<file path="src/sv/gead_ram.sv">
// Generic single-clock RAM, one write port, one registered read port.
// No dependencies.
module gead_ram #(
	parameter int WIDTH = 8,
	parameter int DEPTH = 16
) (
	input  logic                     clk,
	input  logic                     we,
	input  logic [$clog2(DEPTH)-1:0] waddr,
	input  logic [WIDTH-1:0]         wdata,
	input  logic [$clog2(DEPTH)-1:0] raddr,
	output logic [WIDTH-1:0]         rdata
);

	logic [WIDTH-1:0] mem [DEPTH];

	always_ff @(posedge clk) begin
		if (we) begin
			mem[waddr] <= wdata;
		end
		rdata <= mem[raddr];
	end

endmodule

</file>
<file path="config.mk">
export PLATFORM = sky130hd
export DESIGN_NAME = gead_ram
export DESIGN_NICKNAME = d
export VERILOG_FILES = /design/src/sv/gead_ram.sv
export SDC_FILE = /design/constraint.sdc
export NUM_CORES = 1
export LEC_CHECK = 0
export BUFFER_PORTS_ARGS = -buffer_cell sky130_fd_sc_hd__clkbuf_2
export CAP_MARGIN = 20
export CORE_MARGIN = 2
export CORE_UTILIZATION = 60
export DETAILED_ROUTE_END_ITERATION = 16
export MAX_ROUTING_LAYER = met4
export PLACE_DENSITY = 0.83
export SYNTH_ARGS = -nofsm -noshare
export SYNTH_HDL_FRONTEND = slang
export SYNTH_SLANG_ARGS = --single-unit
</file>
<file path="constraint.sdc">
create_clock -name clk -period 5.6 [get_ports clk]
set_clock_uncertainty 0.1 [all_clocks]
set_input_delay 0.56 -clock clk [delete_from_list [all_inputs] [get_ports clk]]
set_output_delay 0.56 -clock clk [all_outputs]
set_load 0.01 [all_outputs]
</file>
* Yosys cells after proc, flatten, opt, wreduce, memory -nomap -nowiden *
Memories as Yosys holds them, arrays and structs flattened. A register that Yosys moved wholly into a read port is not among the register bits.
Index checks and enable logic that the tools add are counted.

operators by class
  $add $sub $neg = 0
  multiply operators = 0
  div/mod/pow operators = 0
  magnitude comparators = 0
  equality and inequality tests = 0
  shift operators = 0
  muxes and demuxes = 2
  bitwise operators = 0
  reduce and logical (&&, ||, !) cells = 0

operator list
  operator  number
  $mux W1   2

word-level totals
  flip-flop bits (word level) = 0
  latch bits = 0
  RAM bits = 128
  bits in read-only memories = 0
  input port bits = 18
  output and inout bits = 8
  memories = 1

memory list
  name  depth  bits a word  read ports  clocked after Yosys merged registers in  write ports  RTL line  text
  mem   16     8            1           1                                        1            15        logic [WIDTH-1:0] mem [DEPTH];

* Logic depth before layout (Yosys ltp) *
  depth after elaboration = 2
  mapped depth = 5
  gate-level depth less buffers = 3

* Worst setup path before layout *
No wires, ideal clock.

  kind = input -> register
  from = in waddr[2]
  to = mem mem[0][0], enable pin
  library setup time = 0.383 ns
  data arrival time = 1.670 ns
  data required time = 5.117 ns
  slack = 3.447 ns
  stages on the path = 2
  cell sequence = or3b_2 > nor3_1

RTL lines
  element      RTL line  text
  from (decl)  9         input logic [$clog2(DEPTH)-1:0] waddr,
  to (decl)    15

No word-level cell before the write port.

* Worst setup path in the final report *
  from = in waddr[2]
  to = mem mem[0][6], enable pin

No word-level cell before the write port.

==> reports/results.txt <==
FF-to-FF Start: mem[6][2]
Largest net degree at the start of global routing: 33
Layout cell share with drive strength beyond 1: 27.44%
Final setup viols: 0
Total leakage power: 1.999 nW
Mapped Cells: 229
Initial antenna violation count: 0
Final ANT Viol Nets: 0
Crit-path slowest cell: nor3_1
# DRC: 0
Commonest non-fill, non-tap cells in the layout: 128 x edfxtp_1, 25 x clkbuf_2, 18 x mux4_2
FF+latch count, synth: 136
Tightest Hold Check Type: in2reg
Share of the synthesized area in the top cell type: 74.67%
Sequential area share after synthesis: 77.78%
Global route total overflow: 0
Die area: 0.009336 sq mm
Drt first-iter violations: 287
Syn avg cell area: 22.48 sq um
CTS Sinks: 136
Pwr dens: 391.4 mW/mm^2
Root buffer cell: clkbuf_8
Row count: 33
Ports: 26
Layout Area Growth over Synthesis: 15.00%
Leading area contributor after synthesis: edfxtp_1
Tcrit/Tclk final: 35.64%
Clock Latency Late Sink: 0.50 ns
Commonest non-fill, non-tap cell in the layout: edfxtp_1
Inserted Diodes: 0
Clock Pin Slew Worst Setup and Hold Paths: 0.06 ns
H-Tree Depth: 4
Endpoints failing hold: 0
# Post-CTS Setup Buffers: 0
Vias per cell: 6.330
Critical hold path startpoint: wdata[0]
Gr usage total: 22.50%
Unrepaired setup endpoints after global routing: no
Reg2Reg Setup Slack: 4.19 ns
Post_cts resized: 0
Final Instance Area: 0.005919 sq mm
Relative slew slack: 28.35%
Via count: 2418
Core Region: 0.008258 sq mm
Hold_buf cts: 0
Status: completed
Final setup TNS: 0 ns
CP Max Fanout: 8
Placed Area: 0.005343 sq mm
DP HPWL: 5.618 mm
Startpoint Class: input port
Cell variety after synth: 19
Syn nets: 247
Number of global-route vias before repair: 2493
Required @ worst endpoint: 5.62 ns
Area contributors post-synth: edfxtp_1 75%, mux4_2 7.9%, mux4_1 7.1%
Crit path cell chain: clkbuf_2, or3b_2, nor3_1
WL/cell: 24.95 um
Initial core utilization: 62.33%
Slew Limit Fails: 0
Nets: 283
Critical path class: in2reg
Die Wd: 96.63 um
Number of port buffers: 25
Worst setup path startpoint: waddr[2]
First-pass iteration count of the detailed router: 5
TritonCTS clock tree: done
Placer Congestion: 0.7621
Worst slew pin tran: 1.067 ns
Max incr delay on CP: 0.83 ns
Clock Tree Buf Depth: 2
CP endpoint kind: flop
Final Critical Period: 1.996 ns
Fmax: 501.0 MHz
Wirelength, routed: 9.529 mm
First-pass GRT wire length: 14.59 mm
Worst path bufs/invs: 1
Synthesized area: 0.005147 sq mm
Crit path DAT: 2.01 ns
Max cap viols: 0
Cell family with most CP delay: simple AND/OR/NAND/NOR gates
Cts bufs inserted: 17
Synth warn: 0
Max VDD drop: 0.0002381 V
Die H: 96.63 um
cells by family (layout without fill, tap and decap cells):
family | Yosys count | in the layout | share of synthesized area (%)
multiplexers | 32 | 32 | 15.02
flip-flops | 136 | 136 | 77.78
AO/OA/AOI/OAI | 16 | 16 | 2.334
AND/OR/NAND/NOR | 35 | 35 | 3.184
buffers and inverters | 10 | 58 | 1.677
registers in the layout, indices dropped and copies added, names as in the netlist:
signal / flops
mem: 128
rdata: 8
routing by layer:
layer | wire length [um] | vias to the layer above | track usage (%)
met5 | 0 | - | -
met4 | 138 | 0 | 8.451
met3 | 774 | 11 | 5.275
met2 | 4657 | 117 | 33.65
met1 | 3959 | 1246 | 31.02
li1 | - | 1044 | -
Yosys cell counts:
library cell,count
nor3_1,4
buf_2,3
nand2b_1,2
and2_1,1
buf_4,1
and2b_1,1
edfxtp_1,128
nor2_1,13
mux4_1,14
nand3_1,1
nand3b_1,2
a22oi_1,16
buf_6,3
nand2_1,9
nor2b_1,1
or3b_2,1
dfxtp_1,8
clkdlybuf4s25_2,3
mux4_2,18
stage by stage:
| stage | setup slack [ns] | hold slack (ns) | utilization [%] | total power, mW | std cells |
|---|---|---|---|---|---|
| after floorplan | 3.447 | 0.5293 | - | 1.225 | 229 |
| after global placement | 3.184 | 0.5489 | 64.61 | 1.262 | 350 |
| after detailed placement | 3.102 | 0.5598 | 64.70 | 1.267 | 351 |
| after CTS | 3.635 | 0.3568 | 71.68 | 2.329 | 382 |
| after global routing | 3.558 | 0.4013 | 71.68 | 2.388 | 382 |
| final | 3.604 | 0.3690 | 71.68 | 2.317 | 382 |
path summary, 6_finish.rpt:
path	cells after the start	to
min	1	mem[10][0]
max	3	mem[0][6]
min reg2reg	3	rdata[6]
max reg2reg	3	rdata[2]
where the power goes:
| group | leakage (nW) | internal [mW] | switching (mW) |
|---|---|---|---|
| clock | 0.289 | 0.694 | 0.377 |
| sequential | 1.22 | 1.14 | 0.00649 |
| combinational | 0.486 | 0.0410 | 0.0596 |
area by class of cell:
class	instances	area (sq um)
sequential	136	4004
fill	488	2338
multi-input combinational	83	1067
clock buffer	21	449.2
timing repair buffer	27	140.1
tap	105	131.4
clock inverter	10	127.6
Note: power is estimated with default switching activity, not from simulation.
