**src/sv/gead_pkg.sv**
```systemverilog
// Shared types and constants for the guided edge-aware denoise block.
// No dependencies.
package gead_pkg;

	localparam int COLOR_W  = 36;
	localparam int ALBEDO_W = 36;
	localparam int NORMAL_W = 48;
	localparam int DEPTH_W  = 24;
	localparam int ID_W     = 16;
	localparam int CHAN_W   = 12;

	// configuration register indexes
	localparam logic [2:0] REG_RADIUS    = 3'd0;
	localparam logic [2:0] REG_NCOS      = 3'd1;
	localparam logic [2:0] REG_ALB_SQ    = 3'd2;
	localparam logic [2:0] REG_DEPTH_THR = 3'd3;
	localparam logic [2:0] REG_WIDTH     = 3'd4;
	localparam logic [2:0] REG_HEIGHT    = 3'd5;

	localparam logic OP_LOAD   = 1'b0;
	localparam logic OP_FILTER = 1'b1;

	typedef struct packed {
		logic [ALBEDO_W-1:0] albedo;
		logic [NORMAL_W-1:0] normal;
		logic [DEPTH_W-1:0]  depth;
		logic [ID_W-1:0]     id;
	} guide_t;

	typedef struct packed {
		logic [COLOR_W-1:0] colour;
		guide_t             g;
	} pix_t;

	localparam int PIX_W = $bits(pix_t);

	typedef struct packed {
		logic signed [15:0] ncos;
		logic [25:0]        alb_sq;
		logic [23:0]        depth_thr;
	} thr_t;

	typedef struct packed {
		logic               v;
		logic [COLOR_W-1:0] colour;
	} smp_t;

endpackage

```
**src/sv/gead_div.sv**
```systemverilog
// Three-channel restoring divider, one quotient bit per cycle.
// Depends on gead_pkg.
module gead_div import gead_pkg::*; #(
	parameter int SW  = 22,
	parameter int CNW = 8
) (
	input  logic              clk,
	input  logic              arst_n,
	input  logic              start,
	input  logic [SW-1:0]     num0,
	input  logic [SW-1:0]     num1,
	input  logic [SW-1:0]     num2,
	input  logic [CNW-1:0]    den,
	output logic              busy,
	output logic              done,
	output logic [CHAN_W-1:0] q0,
	output logic [CHAN_W-1:0] q1,
	output logic [CHAN_W-1:0] q2
);

	localparam int STW = $clog2(SW + 1);

	logic [SW-1:0]  n_q [3];
	logic [CNW-1:0] rem_q [3];
	logic [CNW-1:0] den_q;
	logic [STW-1:0] step_q;
	logic           done_q;

	logic [CNW:0]   t [3];
	logic [CNW-1:0] rem_d [3];
	logic           qb [3];

	always_comb begin
		for (int i = 0; i < 3; i++) begin
			t[i] = {rem_q[i], n_q[i][SW-1]};
			qb[i] = t[i] >= {1'b0, den_q};
			rem_d[i] = qb[i] ? CNW'(t[i] - {1'b0, den_q}) : CNW'(t[i]);
		end
	end

	always_ff @(posedge clk or negedge arst_n) begin
		if (!arst_n) begin
			step_q <= '0;
			done_q <= 1'b0;
		end else if (start) begin
			step_q <= STW'(SW);
			done_q <= 1'b0;
		end else if (step_q != '0) begin
			step_q <= step_q - 1'b1;
			if (step_q == STW'(1)) begin
				done_q <= 1'b1;
			end
		end
	end

	always_ff @(posedge clk) begin
		if (start) begin
			n_q[0] <= num0;
			n_q[1] <= num1;
			n_q[2] <= num2;
			for (int i = 0; i < 3; i++) rem_q[i] <= '0;
			den_q <= den;
		end else if (step_q != '0) begin
			for (int i = 0; i < 3; i++) begin
				rem_q[i] <= rem_d[i];
				n_q[i]   <= {n_q[i][SW-2:0], qb[i]};
			end
		end
	end

	assign busy = step_q != '0;
	assign done = done_q;
	assign q0   = n_q[0][CHAN_W-1:0];
	assign q1   = n_q[1][CHAN_W-1:0];
	assign q2   = n_q[2][CHAN_W-1:0];

endmodule

```
**config.mk**
```make
export PLATFORM = sky130hd
export DESIGN_NAME = gead_div
export DESIGN_NICKNAME = d
export VERILOG_FILES = /design/src/sv/gead_pkg.sv /design/src/sv/gead_div.sv
export SDC_FILE = /design/constraint.sdc
export NUM_CORES = 1
export LEC_CHECK = 0
export ABC_AREA = 1
export BUFFER_PORTS_ARGS = -buffer_cell sky130_fd_sc_hd__buf_2
export CAP_MARGIN = 0
export CELL_PAD_IN_SITES_DETAIL_PLACEMENT = 1
export CELL_PAD_IN_SITES_GLOBAL_PLACEMENT = 2
export CORE_MARGIN = 2
export CORE_UTILIZATION = 33
export DETAILED_ROUTE_END_ITERATION = 10
export HOLD_SLACK_MARGIN = 0.12
export MAX_ROUTING_LAYER = met4
export PLACE_DENSITY = 0.77
export RECOVER_POWER = 25
export SLEW_MARGIN = 20
export SYNTH_ARGS = -nofsm -noshare
export SYNTH_HDL_FRONTEND = slang
export SYNTH_SLANG_ARGS = --single-unit
```
**constraint.sdc**
```tcl
create_clock -name clk -period 4.05 [get_ports clk]
set_input_delay 0 -clock clk [delete_from_list [all_inputs] [get_ports clk]]
set_output_delay 0 -clock clk [all_outputs]
set_load 0.01 [all_outputs]
```
Yosys cells after proc, flatten, opt, wreduce, memory -nomap -nowiden
Memory sizes are Yosys's and may differ from the RTL's.
Cells that the tools add are included.
{ "totals": {"regBits": 14, "latchBits": 0, "mem_bits_rw": 90, "mem_bits_ro": 0, "inputBits": 77, "output_inout_bits": 38, "elab_cells": 42, "memories": 2} }
{ "mem_list": {"columns": ["memory", "depth", "width", "rd", "rd_ports_with_merged_regs", "wr", "line", "text"], "rows": [
  ["n_q", 3, 22, 3, 0, 3, "gead_div.sv:23", "logic [SW-1:0] n_q [3];"],
  ["rem_q", 3, 8, 3, 0, 3, "gead_div.sv:24", "logic [CNW-1:0] rem_q [3];"]
]} }
{ "op_classes": {"addsub": 4, "n_mul": 0, "div_mod_pow": 0, "n_lt_le_gt_ge": 3, "n_eq_ne": 1, "n_shift": 0, "muxes": 19, "bitwise": 6, "reduce_logical": 4} }
{ "ops": {"columns": ["op", "n"], "rows": [
  ["two-way mux 22 bit", 3],
  ["two-way mux 8 bit", 6],
  ["greater-or-equal comparator 9 x 8 -> 1 bit", 3],
  ["subtractor 8 bit", 3],
  ["two-way mux 5 bit", 2],
  ["two-way mux 1 bit", 8],
  ["bitwise OR 1 bit", 6],
  ["equality test 5 x 1 -> 1 bit, second input constant", 1],
  ["nonzero test 5 bit", 1],
  ["subtractor 5 x 1 -> 5 bit, second input constant", 1],
  ["nonzero test 2 bit", 2],
  ["AND reduction 2 bit", 1]
]} }

Logic depth before layout (Yosys ltp)
Gate-level depths: netlist of run 1.
{ "logic_depth": {"depth_word": 5, "depth_mapped": 12, "ltp_nobuf": 11} }

Worst setup path after synthesis of run 1
OpenSTA, ideal clock, no wires.
{ "synth_path": {"kind": "flip-flop to flip-flop", "start": "register step_q[0]", "end": "register done_q, in the netlist done", "setup_ns": 0.079, "arrival_ns": 3.020, "required_ns": 3.971, "path_slack_ns": 0.950, "stages_incl_launch_ff": 8, "n_path_buf": 0, "period_less_slack_ns": 3.100, "path_cell_list": "dfrtp_1 inv_1 ha_1 nand3_2 nor2_1 inv_1 nand4_1 a21oi_1"} }
{ "synth_between": {"elab_chain_len": 3, "word_cells_on_any_way": 5, "classes_between": "1 x eq/ne; 4 x reduce/logical"} }
{ "synth_rtl": {"columns": ["item", "line", "text"], "rows": [
  ["start, declared", "gead_div.sv:26", "logic [STW-1:0] step_q;"],
  ["start signal, assigned", "gead_div.sv:46", "step_q <= STW'(SW);"],
  ["start signal, assigned", "gead_div.sv:49", "step_q <= step_q - 1'b1;"],
  ["nonzero test 5 bit", null, null],
  ["named net busy", "gead_div.sv:14", "output logic busy,"],
  ["nonzero test 2 bit (no line)", null, null],
  ["AND reduction 2 bit (no line)", null, null],
  ["end signal, assigned", "gead_div.sv:44", "done_q <= 1'b0;"],
  ["end signal, assigned", "gead_div.sv:47", "done_q <= 1'b0;"],
  ["end signal, assigned", "gead_div.sv:51", "done_q <= 1'b1;"],
  ["end, declared", "gead_div.sv:27", "logic done_q;"]
]} }
The timed path passes the listed nets, and every way through them passes these cells.
A chain may end at the register's enable or synchronous reset.

==> results.tsv, run 1 <==
stage	metric	value	unit
synth	Yosys reg bits	104	
clock_tree	Clock Sink Count	104	
timing	final setup TNS	0	ns
power_and_ir_drop	sw power	0.00138	W
final_layout	Nets	995	
critical_path	worst r2r path cells	6	
power_and_ir_drop	Tot Pwr	0.00390	W
critical_path	CP Buf/Inv Count	3	
critical_path	Setup CP Type	flop to flop	
critical_path	Worst setup SP type	flop	
final_layout	share of cells above drive strength 1	11.8	%
floorplanning	I/O pin cnt	115	
synth	register area share after synthesis	50.4	%
timing	setup violators final	0	
clock_tree	Max Root-Sink Buffers	2	
timing	Clock Skews	0.00792	ns
route	routed len/inst	14.8	µm
route	number of vias per cell	4.62	
power_and_ir_drop	Int Pwr	0.00252	W
worst_hold_path	WHS Path Cells	2	
critical_path	R2R Path End	rem_q[0][0]$_SDFFCE_PN0P_	
synth	area of the mapped netlist	6130	µm²
power_and_ir_drop	share of power burned in registers	38.9	%
critical_path	reg2reg start	step_q[1]$_DFFE_PN0P_	
clock_tree	H-tree lvl count	3	
placed_design	GPL Wtd Cong	0.801	
route	Routed Wire Length	16600	µm
floorplanning	Core ar.	18100	µm²
timing	Max Freq	402	MHz
power_and_ir_drop	Gate power share	36.1	%
grt	grt ovf	0	
clock_tree	clk root buf	clkbuf_16	
clock_tree	CTS tree	yes	
route	drt drc	0	
critical_path	R2R Setup Slk	1.56	ns
floorplanning	area of the die	19700	µm²
critical_path	Worst Path Arrival	2.56	ns
power_and_ir_drop	leakage power	3.80	nW
final_layout	Synth-to-Final Area Change	25.5	%
route	number of nets with antenna violations after routing	0	
power_and_ir_drop	pwr dens	507	nW/µm²
grt	global-route wire length before repair	27600	µm
route	Via Count	5182	
timing	min Tclk post-route	2.49	ns
critical_path	Required @ worst endpoint	4.12	ns
synth	Synth Net Count	844	
timing	period utilisation layout	61.4	%
power_and_ir_drop	clock share of power	25.0	%
critical_path	Crit path largest cell delay	0.59	ns
grt	antenna violations before repair	0	
placed_design	hpwl dp	11000	µm
synth	Post-Syn Area per Cell	8.32	µm²
clock_tree	clock-pin slew on the worst setup and hold paths	0.07	ns
timing	Slew Limit Fails	0	
critical_path	CP Cell Sequence	inv_1 -> ha_1 -> nand3_2 -> nor2_1 -> clkinv_2 -> buf_12	
critical_path	CP Capture Type	flop	
floorplanning	Die Ht	140	µm
clock_tree	Clk Latency, worst-skew pair	0.35	ns
grt	Total Routing Usage GR	18.0	%
timing	worst setup margin	1.56	ns
run_status	outcome	finished, final reports clean	
flow_run	Max-Cap Viols	0	
worst_hold_path	HP Class	primary input to flop	
grt	largest net degree at the start of global routing	90	
power_and_ir_drop	Net Sw Frac	35.4	%
critical_path	cell with the largest stage delay on the worst path	clkinv_2	
worst_hold_path	Hold Crit Start	den[7]	
critical_path	Crit Path Max Fanout	60	
timing	Slew headroom	36.2	%
timing	actual slew at the worst max-slew pin	0.957	ns
synth	YS warnings	0	
worst_hold_path	Hold Path End	den_q[7]$_DFFE_PP_	
clock_tree	CTS buffer count	9	
clock_tree	Resize count post-CTS	0	
power_and_ir_drop	Max IR drop VDD	0.197	mV
route	drt pass-1 iters	5	
critical_path	CP top delay family	buffers and inverters	
grt	vias in the first global route	5712	
route	DR iter-0 viols	182	
timing	Final Hold Viols	0	
floorplanning	Rows	49	
floorplanning	Initial Utilization	33.9	%
placed_design	PortBufs	114	
placed_design	post-place setup slack	1.57	ns
synth	cell count after synthesis	737	
synth	post-synthesis cell type count	30	
floorplanning	Die W	140	µm
timing	RSZ-0062 raised after global routing	false	
critical_path	Worst Setup SP	step_q[1]$_DFFE_PN0P_	
final_layout	ant diodes	0	
-- worst reg2reg max path, cell delays in order (launching register included) --
cell and delay [ns]:
dfrtp_1 0.39, inv_1 0.13, ha_1 0.21, nand3_2 0.12
nor2_1 0.29, clkinv_2 0.59, buf_12 0.45
-- cell usage in the layout (no fill, tap or decap) --
cell type,n
ha_1,27
clkbuf_16,9
dlygate4sd3_1,77
nand4_1,7
nor2_2,1
nor3_1,2
o31ai_1,1
inv_2,3
nor2_4,1
buf_4,2
buf_12,1
xor2_1,8
clkbuf_1,40
nor2_1,75
nand2_4,1
nand2_1,323
nand3_2,1
edfxtp_1,98
nand3_1,32
or2_0,2
dfrtp_1,6
inv_6,1
bufinv_16,2
fa_1,3
nand2_2,1
nand4_2,2
and2_1,1
buf_2,74
xnor2_1,3
clkinv_2,2
a21oi_2,2
inv_1,68
a21oi_1,10
clkbuf_8,2
a22oi_1,1
clkinv_1,1
o21ai_0,3
-- layout make-up --
cell class              instances  area [µm²]
clock inverters                 5        77.6
flip-flops and latches        104        3090
clock buffers                  11         253
multi-input cells             507        2390
repair buffers                194        1330
well taps                     229         287
fillers                      2184       10400
inverters                      72         272
-- flip-flops by register name, indices dropped and copies added, names as in the netlist --
signal and flops:
step_q 5, rem_q 24, den_q 8, done 1, n_q 66
-- synthesized netlist by cell type --
| cell type | instances | area [µm²] |
|---|---|---|
| fa_1 | 3 | 60.1 |
| ha_1 | 27 | 338 |
| a21oi_1 | 10 | 50.1 |
| nor3_1 | 2 | 10.0 |
| xor2_1 | 8 | 70.1 |
| buf_1 | 4 | 15.0 |
| buf_6 | 3 | 33.8 |
| inv_1 | 69 | 259 |
| edfxtp_1 | 98 | 2940 |
| buf_2 | 8 | 40.0 |
| xnor2_1 | 3 | 26.3 |
| nand3_2 | 1 | 10.0 |
| dfrtp_1 | 6 | 150 |
| nand4_2 | 2 | 25.0 |
| nor2_4 | 1 | 11.3 |
| o21ai_0 | 3 | 15.0 |
| o31ai_1 | 1 | 7.51 |
| inv_2 | 3 | 11.3 |
| nand2_1 | 323 | 1210 |
| a22oi_1 | 1 | 7.51 |
| nand4_1 | 7 | 43.8 |
| nand2_2 | 1 | 6.26 |
| buf_4 | 39 | 293 |
| nand3_1 | 32 | 160 |
| nor2_2 | 1 | 6.26 |
| nor2_1 | 75 | 282 |
| nand2_4 | 1 | 11.3 |
| a21oi_2 | 2 | 17.5 |
| and2_1 | 1 | 6.26 |
| or2_0 | 2 | 12.5 |
-- per-layer routing --
layer,global-route usage [%],up-vias,routed length (µm)
met3,2.77,13,474
met5,-,-,0
met1,21.3,2481,7330
li1,-,2594,-
met4,4.15,0,214
met2,32.3,94,8600
-- metrics by stage --
step	cell area (µm²)	std cells	util [%]	hold slack [ns]
global placement	6650	1029	36.7	-0.156
detailed placement	6650	1029	36.7	-0.162
floorplan	6130	737	-	-0.296
CTS	7750	1122	42.8	0.343
finish	7700	1122	42.6	0.353
global route	7700	1122	42.6	0.347
-- worst max-delay path by stage --
stage	to	slack [ns]	cells after the start
after floorplan	done$_DFFE_PN0P_	0.95	7
after global placement	n_q[0][8]$_DFFE_PP_	1.65	6
after detailed placement	n_q[0][8]$_DFFE_PP_	1.57	6
after CTS	n_q[0][22]$_DFFE_PP_	1.55	6
after global routing	n_q[0][22]$_DFFE_PP_	1.35	6
final	rem_q[0][0]$_SDFFCE_PN0P_	1.56	6
-- power by group through the flow --
stage,Clock [W],Sequential [W],Combinational (W)
2_1_floorplan,0,0.00150,0.00109
3_3_place_gp,0,0.00153,0.00133
3_5_place_dp,0,0.00154,0.00136
4_1_cts,0.000998,0.00152,0.00143
5_1_grt,0.00103,0.00154,0.00163
6_report,0.000974,0.00152,0.00141
-- logic make-up after synthesis --
logic type,count (synthesis),share of synthesized area (%)
flops,104,50.4
fa+ha+maj,30,6.49
xor+xnor,11,1.57
simple gates,449,29.3
buf+inv,126,10.6
compound gates,17,1.59
-- what timing repair did --
| item | 4_1_cts | 5_1_grt |
|---|---|---|
| hold buffers | 77 | 0 |
| endpoints found under the hold margin | 91 | 0 |
| buffers inserted | 0 | 0 |
Power figures use the tool's default switching activity.
==> run 2, diff against run 1 <==
==> constraint.sdc (replaced) <==
create_clock -name clk -period 2.5 [get_ports clk]
set_input_delay 0 -clock clk [delete_from_list [all_inputs] [get_ports clk]]
set_output_delay 0 -clock clk [all_outputs]
set_load 0.01 [all_outputs]
==> results.tsv, run 2 (synthesis results as in run 1) <==
stage	metric	value	unit
run_status	outcome	finished, final reports clean	
floorplanning	Initial Utilization	33.9	%
floorplanning	Rows	49	
final_layout	top flop regs	n_q x66, rem_q x24, den_q x8	
clock_tree	clock-pin slew on the worst setup and hold paths	0.07	ns
placed_design	Cell Area, Placed	6720	µm²
timing	Clock Skews	0.00897	ns
placed_design	GPL Wtd Cong	0.852	
timing	RSZ-0062 raised after global routing	false	
timing	worst hold slack	0.355	ns
timing	actual slew at the worst max-slew pin	0.826	ns
clock_tree	Max Root-Sink Buffers	2	
floorplanning	I/O pin cnt	115	
critical_path	CP Capture Type	flop	
critical_path	CP Cell Sequence	inv_1 -> ha_1 -> nand2_1 -> nor2_1 -> nand3_1 -> nand4_2 -> nor2_1 -> nor2_1	
power_and_ir_drop	leakage power	3.78	nW
route	number of vias per cell	4.60	
route	drt pass-1 iters	4	
final_layout	Nets	996	
floorplanning	area of the die	19700	µm²
critical_path	Setup CP Type	flop to flop	
clock_tree	H-tree lvl count	3	
critical_path	cell with the largest stage delay on the worst path	edfxtp_1	
route	drt drc	0	
route	Routed Wire Length	16100	µm
grt	antenna violations before repair	0	
clock_tree	CTS buffer count	9	
timing	period utilisation layout	87.0	%
final_layout	share of cells above drive strength 1	11.8	%
critical_path	Worst setup SP type	flop	
clock_tree	Clock Sink Count	104	
final_layout	commonest non-fill, non-tap cell in the layout	nand2_1	
critical_path	Crit path largest cell delay	0.50	ns
power_and_ir_drop	Max IR drop VDD	0.372	mV
final_layout	Final Cell Area	7690	µm²
grt	grt ovf	0	
final_layout	ant diodes	0	
timing	Slew Limit Fails	0	
final_layout	Non-Filler Instances	1122	
placed_design	dpl cells	1030	
final_layout	largest register by flop count	n_q	
route	number of nets with antenna violations after routing	0	
final_layout	max reg flops	66	
grt	largest net degree at the start of global routing	90	
final_layout	Synth-to-Final Area Change	25.4	%
placed_design	hpwl dp	11100	µm
timing	setup violators final	0	
clock_tree	post-CTS setup buffer count	0	
route	DR iter-0 viols	175	
power_and_ir_drop	pwr dens	787	nW/µm²
critical_path	Worst Path Arrival	2.28	ns
clock_tree	Clk Latency, worst-skew pair	0.36	ns
route	Via Count	5164	
floorplanning	Die Ht	140	µm
timing	Final Hold Viols	0	
final_layout	commonest cells after routing, fill and taps aside	323 x nand2_1, 98 x edfxtp_1, 77 x dlygate4sd3_1	
placed_design	PortBufs	114	
grt	global-route wire length before repair	27200	µm
timing	Slew headroom	44.9	%
grt	vias in the first global route	5507	
grt	Total Routing Usage GR	17.7	%
worst_hold_path	HP Class	primary input to flop	
timing	Max Freq	460	MHz
final_layout	fillers	2184	
floorplanning	Die W	140	µm
critical_path	Required @ worst endpoint	2.61	ns
clock_tree	CTS tree	yes	
floorplanning	Core ar.	18100	µm²
clock_tree	clk root buf	clkbuf_16	
timing	min Tclk post-route	2.17	ns
critical_path	Crit Path Max Fanout	14	
critical_path	Worst path most repeated cell	nor2_1	
route	routed len/inst	14.3	µm
flow_run	Max-Cap Viols	0	
-- run 2: cell count changes in the layout (fill, tap and decap cells not counted), sizes merged --
cell	delta
clkinvlp	+1
clkinv	+2
clkbuf	-1
bufinv	-2
-- run 2: critical path, delay by kind of cell, from the launching register on --
kind / cells / cell delay (ns)
and+or+nand+nor: 6 / 0.90
DFF: 1 / 0.50
adders and majority gates: 1 / 0.36
buffers and inverters: 1 / 0.18
-- run 2: metal layers --
layer	wire length, µm	GRT usage, %	vias to the layer above	part of all wire, %
met3	448	2.15	24	2.8
met4	391	6.80	0	2.4
li1	-	-	2600	-
met2	7770	29.2	92	48
met1	7450	22.4	2448	46
met5	0	-	-	0
-- run 2: power by group --
group	switching, W	leakage [nW]	total (W)	internal, W
sequential	0.000184	1.15	0.00246	0.00228
combinational	0.00140	2.49	0.00228	0.000883
clock	0.000646	0.131	0.00131	0.000666
total	0.00223	3.78	0.00606	0.00383
-- run 2: worst paths after layout --
check	slack [ns]	from	to	cells after the start
worst max-delay path	0.33	den_q[1]$_DFFE_PP_	rem_q[0][2]$_SDFFCE_PN0P_	8
worst min-delay path	0.36	den[7]	den_q[7]$_DFFE_PP_	2
worst max register to register	0.33	den_q[1]$_DFFE_PP_	rem_q[0][2]$_SDFFCE_PN0P_	8
worst min register to register	0.52	step_q[4]$_DFFE_PN0P_	step_q[4]$_DFFE_PN0P_	1
max in group asynchronous	1.66	arst_n	step_q[4]$_DFFE_PN0P_	3
min in group asynchronous	0.60	arst_n	step_q[0]$_DFFE_PN0P_	3
-- run 2: repair_timing --
| item | 4_1_cts | 5_1_grt |
|---|---|---|
| hold buffers | 77 | 0 |
| resized for setup | 0 | 0 |
| endpoints found under the setup margin | 0 | 0 |
| hold endpoints to repair | 90 | 0 |
-- run 2: metrics by stage --
stage | total power (W) | util [%] | setup TNS (ns) | worst slack (ns)
after global placement | 0.00465 | 37.2 | 0 | 0.347
final | 0.00606 | 42.5 | 0 | 0.325
after floorplan | 0.00421 | - | -11.57 | -0.128
after CTS | 0.00616 | 42.9 | 0 | 0.296
after detailed placement | 0.00472 | 37.2 | 0 | 0.301
after global routing | 0.00658 | 42.5 | 0 | 0.0909
-- run 2: layout make-up --
| type | count | area, µm² | area share [%] |
|---|---|---|---|
| flip-flops and latches | 104 | 3090 | 40.2 |
| repair buffers | 195 | 1370 | 17.8 |
| multi-input cells | 507 | 2410 | 31.3 |
| clock inverters | 6 | 35.0 | 0.456 |
| inverters | 72 | 274 | 3.56 |
| clock buffers | 9 | 225 | 2.93 |
| well taps | 229 | 287 | 3.73 |
==> run 3, diff against run 2 <==
--- a/config.mk
+++ b/config.mk
@@ -17,7 +17,6 @@
 export MAX_ROUTING_LAYER = met4
 export PLACE_DENSITY = 0.77
 export RECOVER_POWER = 25
-export SLEW_MARGIN = 20
 export SYNTH_ARGS = -nofsm -noshare
 export SYNTH_HDL_FRONTEND = slang
 export SYNTH_SLANG_ARGS = --single-unit
==> constraint.sdc (replaced) <==
create_clock -name clk -period 2.5 [get_ports clk]
set_input_delay 0.25 -clock clk [delete_from_list [all_inputs] [get_ports clk]]
set_output_delay 0.25 -clock clk [all_outputs]
set_load 0.01 [all_outputs]
==> results.tsv, run 3 (synthesis results as in run 1) <==
stage	metric	value	unit
run_status	outcome	finished, final reports clean	
floorplanning	Core ar.	18100	µm²
power_and_ir_drop	Max IR drop VDD	0.375	mV
clock_tree	CTS buffer count	9	
critical_path	Worst setup SP type	flop	
timing	Slew Limit Fails	0	
critical_path	Crit Path Max Fanout	14	
route	routed len/inst	14.4	µm
route	drt drc	0	
critical_path	Required @ worst endpoint	2.61	ns
final_layout	top flop regs	n_q x66, rem_q x24, den_q x8	
clock_tree	Clk Latency, worst-skew pair	0.35	ns
clock_tree	clk root buf	clkbuf_16	
final_layout	multi-input logic area	2410	µm²
clock_tree	Max Root-Sink Buffers	2	
route	DR iter-0 viols	192	
timing	period utilisation layout	87.0	%
clock_tree	Clock Sink Count	104	
timing	min Tclk post-route	2.17	ns
final_layout	Synth-to-Final Area Change	14.3	%
worst_hold_path	HP Class	primary input to flop	
power_and_ir_drop	leakage power	3.49	nW
floorplanning	Initial Utilization	33.9	%
timing	RSZ-0062 raised after global routing	false	
final_layout	Sequential Area	3090	µm²
route	number of nets with antenna violations after routing	0	
critical_path	CP Capture Type	flop	
final_layout	Nets	928	
grt	antenna violations before repair	1	
timing	Max Freq	460	MHz
route	number of vias per cell	4.60	
route	Routed Wire Length	15200	µm
final_layout	share of cells above drive strength 1	12.6	%
final_layout	commonest non-fill, non-tap cell in the layout	nand2_1	
grt	global-route wire length before repair	25300	µm
final_layout	largest register by flop count	n_q	
final_layout	fillers	2188	
placed_design	Cell Area, Placed	6720	µm²
clock_tree	clock-pin slew on the worst setup and hold paths	0.07	ns
timing	final setup TNS	0	ns
timing	Clock Skews	0.00596	ns
floorplanning	Die Ht	140	µm
clock_tree	H-tree lvl count	3	
floorplanning	Rows	49	
power_and_ir_drop	pwr dens	851	nW/µm²
final_layout	Final Cell Area	7010	µm²
placed_design	hpwl dp	11100	µm
clock_tree	CTS tree	yes	
power_and_ir_drop	Tot Pwr	0.00597	W
route	drt pass-1 iters	4	
placed_design	PortBufs	114	
floorplanning	Die W	140	µm
flow_run	Max-Cap Viols	0	
timing	actual slew at the worst max-slew pin	0.808	ns
critical_path	Setup CP Type	flop to flop	
timing	Slew headroom	46.1	%
placed_design	GPL Wtd Cong	0.852	
floorplanning	area of the die	19700	µm²
grt	grt ovf	0	
route	Via Count	4858	
final_layout	commonest cells after routing, fill and taps aside	323 x nand2_1, 98 x edfxtp_1, 76 x nor2_1	
floorplanning	I/O pin cnt	115	
critical_path	R2R Setup Slk	0.33	ns
timing	worst hold slack	0.153	ns
critical_path	Worst Path Arrival	2.28	ns
grt	vias in the first global route	5124	
timing	Final Hold Viols	0	
timing	setup violators final	0	
final_layout	max reg flops	66	
grt	Total Routing Usage GR	16.6	%
grt	largest net degree at the start of global routing	90	
run 3: changes by cell type in the layout (fill, tap and decap cells not counted), sizes merged:
cell         previous run  this run
dlygate4sd3            77         9
buf                    77        75
clkbuf                 50        52
diode                   0         1
run 3: worst paths after layout:
path	startpoint	to	depth (start not counted)
worst max-delay path	den_q[1]$_DFFE_PP_	rem_q[0][2]$_SDFFCE_PN0P_	8
worst min-delay path	num0[13]	n_q[0][13]$_DFFE_PP_	3
worst max register to register	den_q[1]$_DFFE_PP_	rem_q[0][2]$_SDFFCE_PN0P_	8
worst min register to register	step_q[4]$_DFFE_PN0P_	step_q[4]$_DFFE_PN0P_	1
max in group asynchronous	arst_n	step_q[4]$_DFFE_PN0P_	2
min in group asynchronous	arst_n	step_q[0]$_DFFE_PN0P_	2
run 3: repair_timing:
action                                 in CTS  in global routing
gates resized for setup                     0                  0
endpoints found under the hold margin      14                  0
hold buffers                                9                  0
buffers inserted                            0                  0
run 3: cell type report:
class                           count  area share, %
Sequential cell                   104           44.1
Clock buffer                        9           3.21
Antenna cell                        1         0.0357
Clock inverter                      6          0.500
Tap cell                          229           4.09
Inverter                           72           3.91
Multi-Input combinational cell    507           34.3
Timing Repair Buffer              127           9.82
run 3: critical path, stage by stage (launching register included):
cell      delay [ns]
edfxtp_1        0.50
inv_1           0.18
ha_1            0.36
nand2_1         0.08
nor2_1          0.05
nand3_1         0.15
nand4_2         0.35
nor2_1          0.20
nor2_1          0.07
run 3: report_power, final:
group / switching, W / internal (W)
clock: 0.000655 / 0.000666
combinational: 0.00137 / 0.000811
sequential: 0.000184 / 0.00228
total: 0.00221 / 0.00375
run 3: per-stage QoR:
step | util [%] | setup WS, ns | instances
3_3_place_gp | 37.2 | 0.347 | 1030
3_5_place_dp | 37.2 | 0.301 | 1030
5_1_grt | 38.8 | 0.0938 | 1055
6_report | 38.8 | 0.326 | 1055
4_1_cts | 39.1 | 0.296 | 1054
2_1_floorplan | - | -0.128 | 737
run 3: layer usage:
layer	vias to the layer above	global-route usage [%]	wire, µm	share of wire, %
li1	2465	-	-	-
met1	2287	20.8	7030	46
met2	86	26.7	7150	47
met3	20	3.18	681	4.5
met4	0	6.27	318	2.1
met5	-	-	0	0
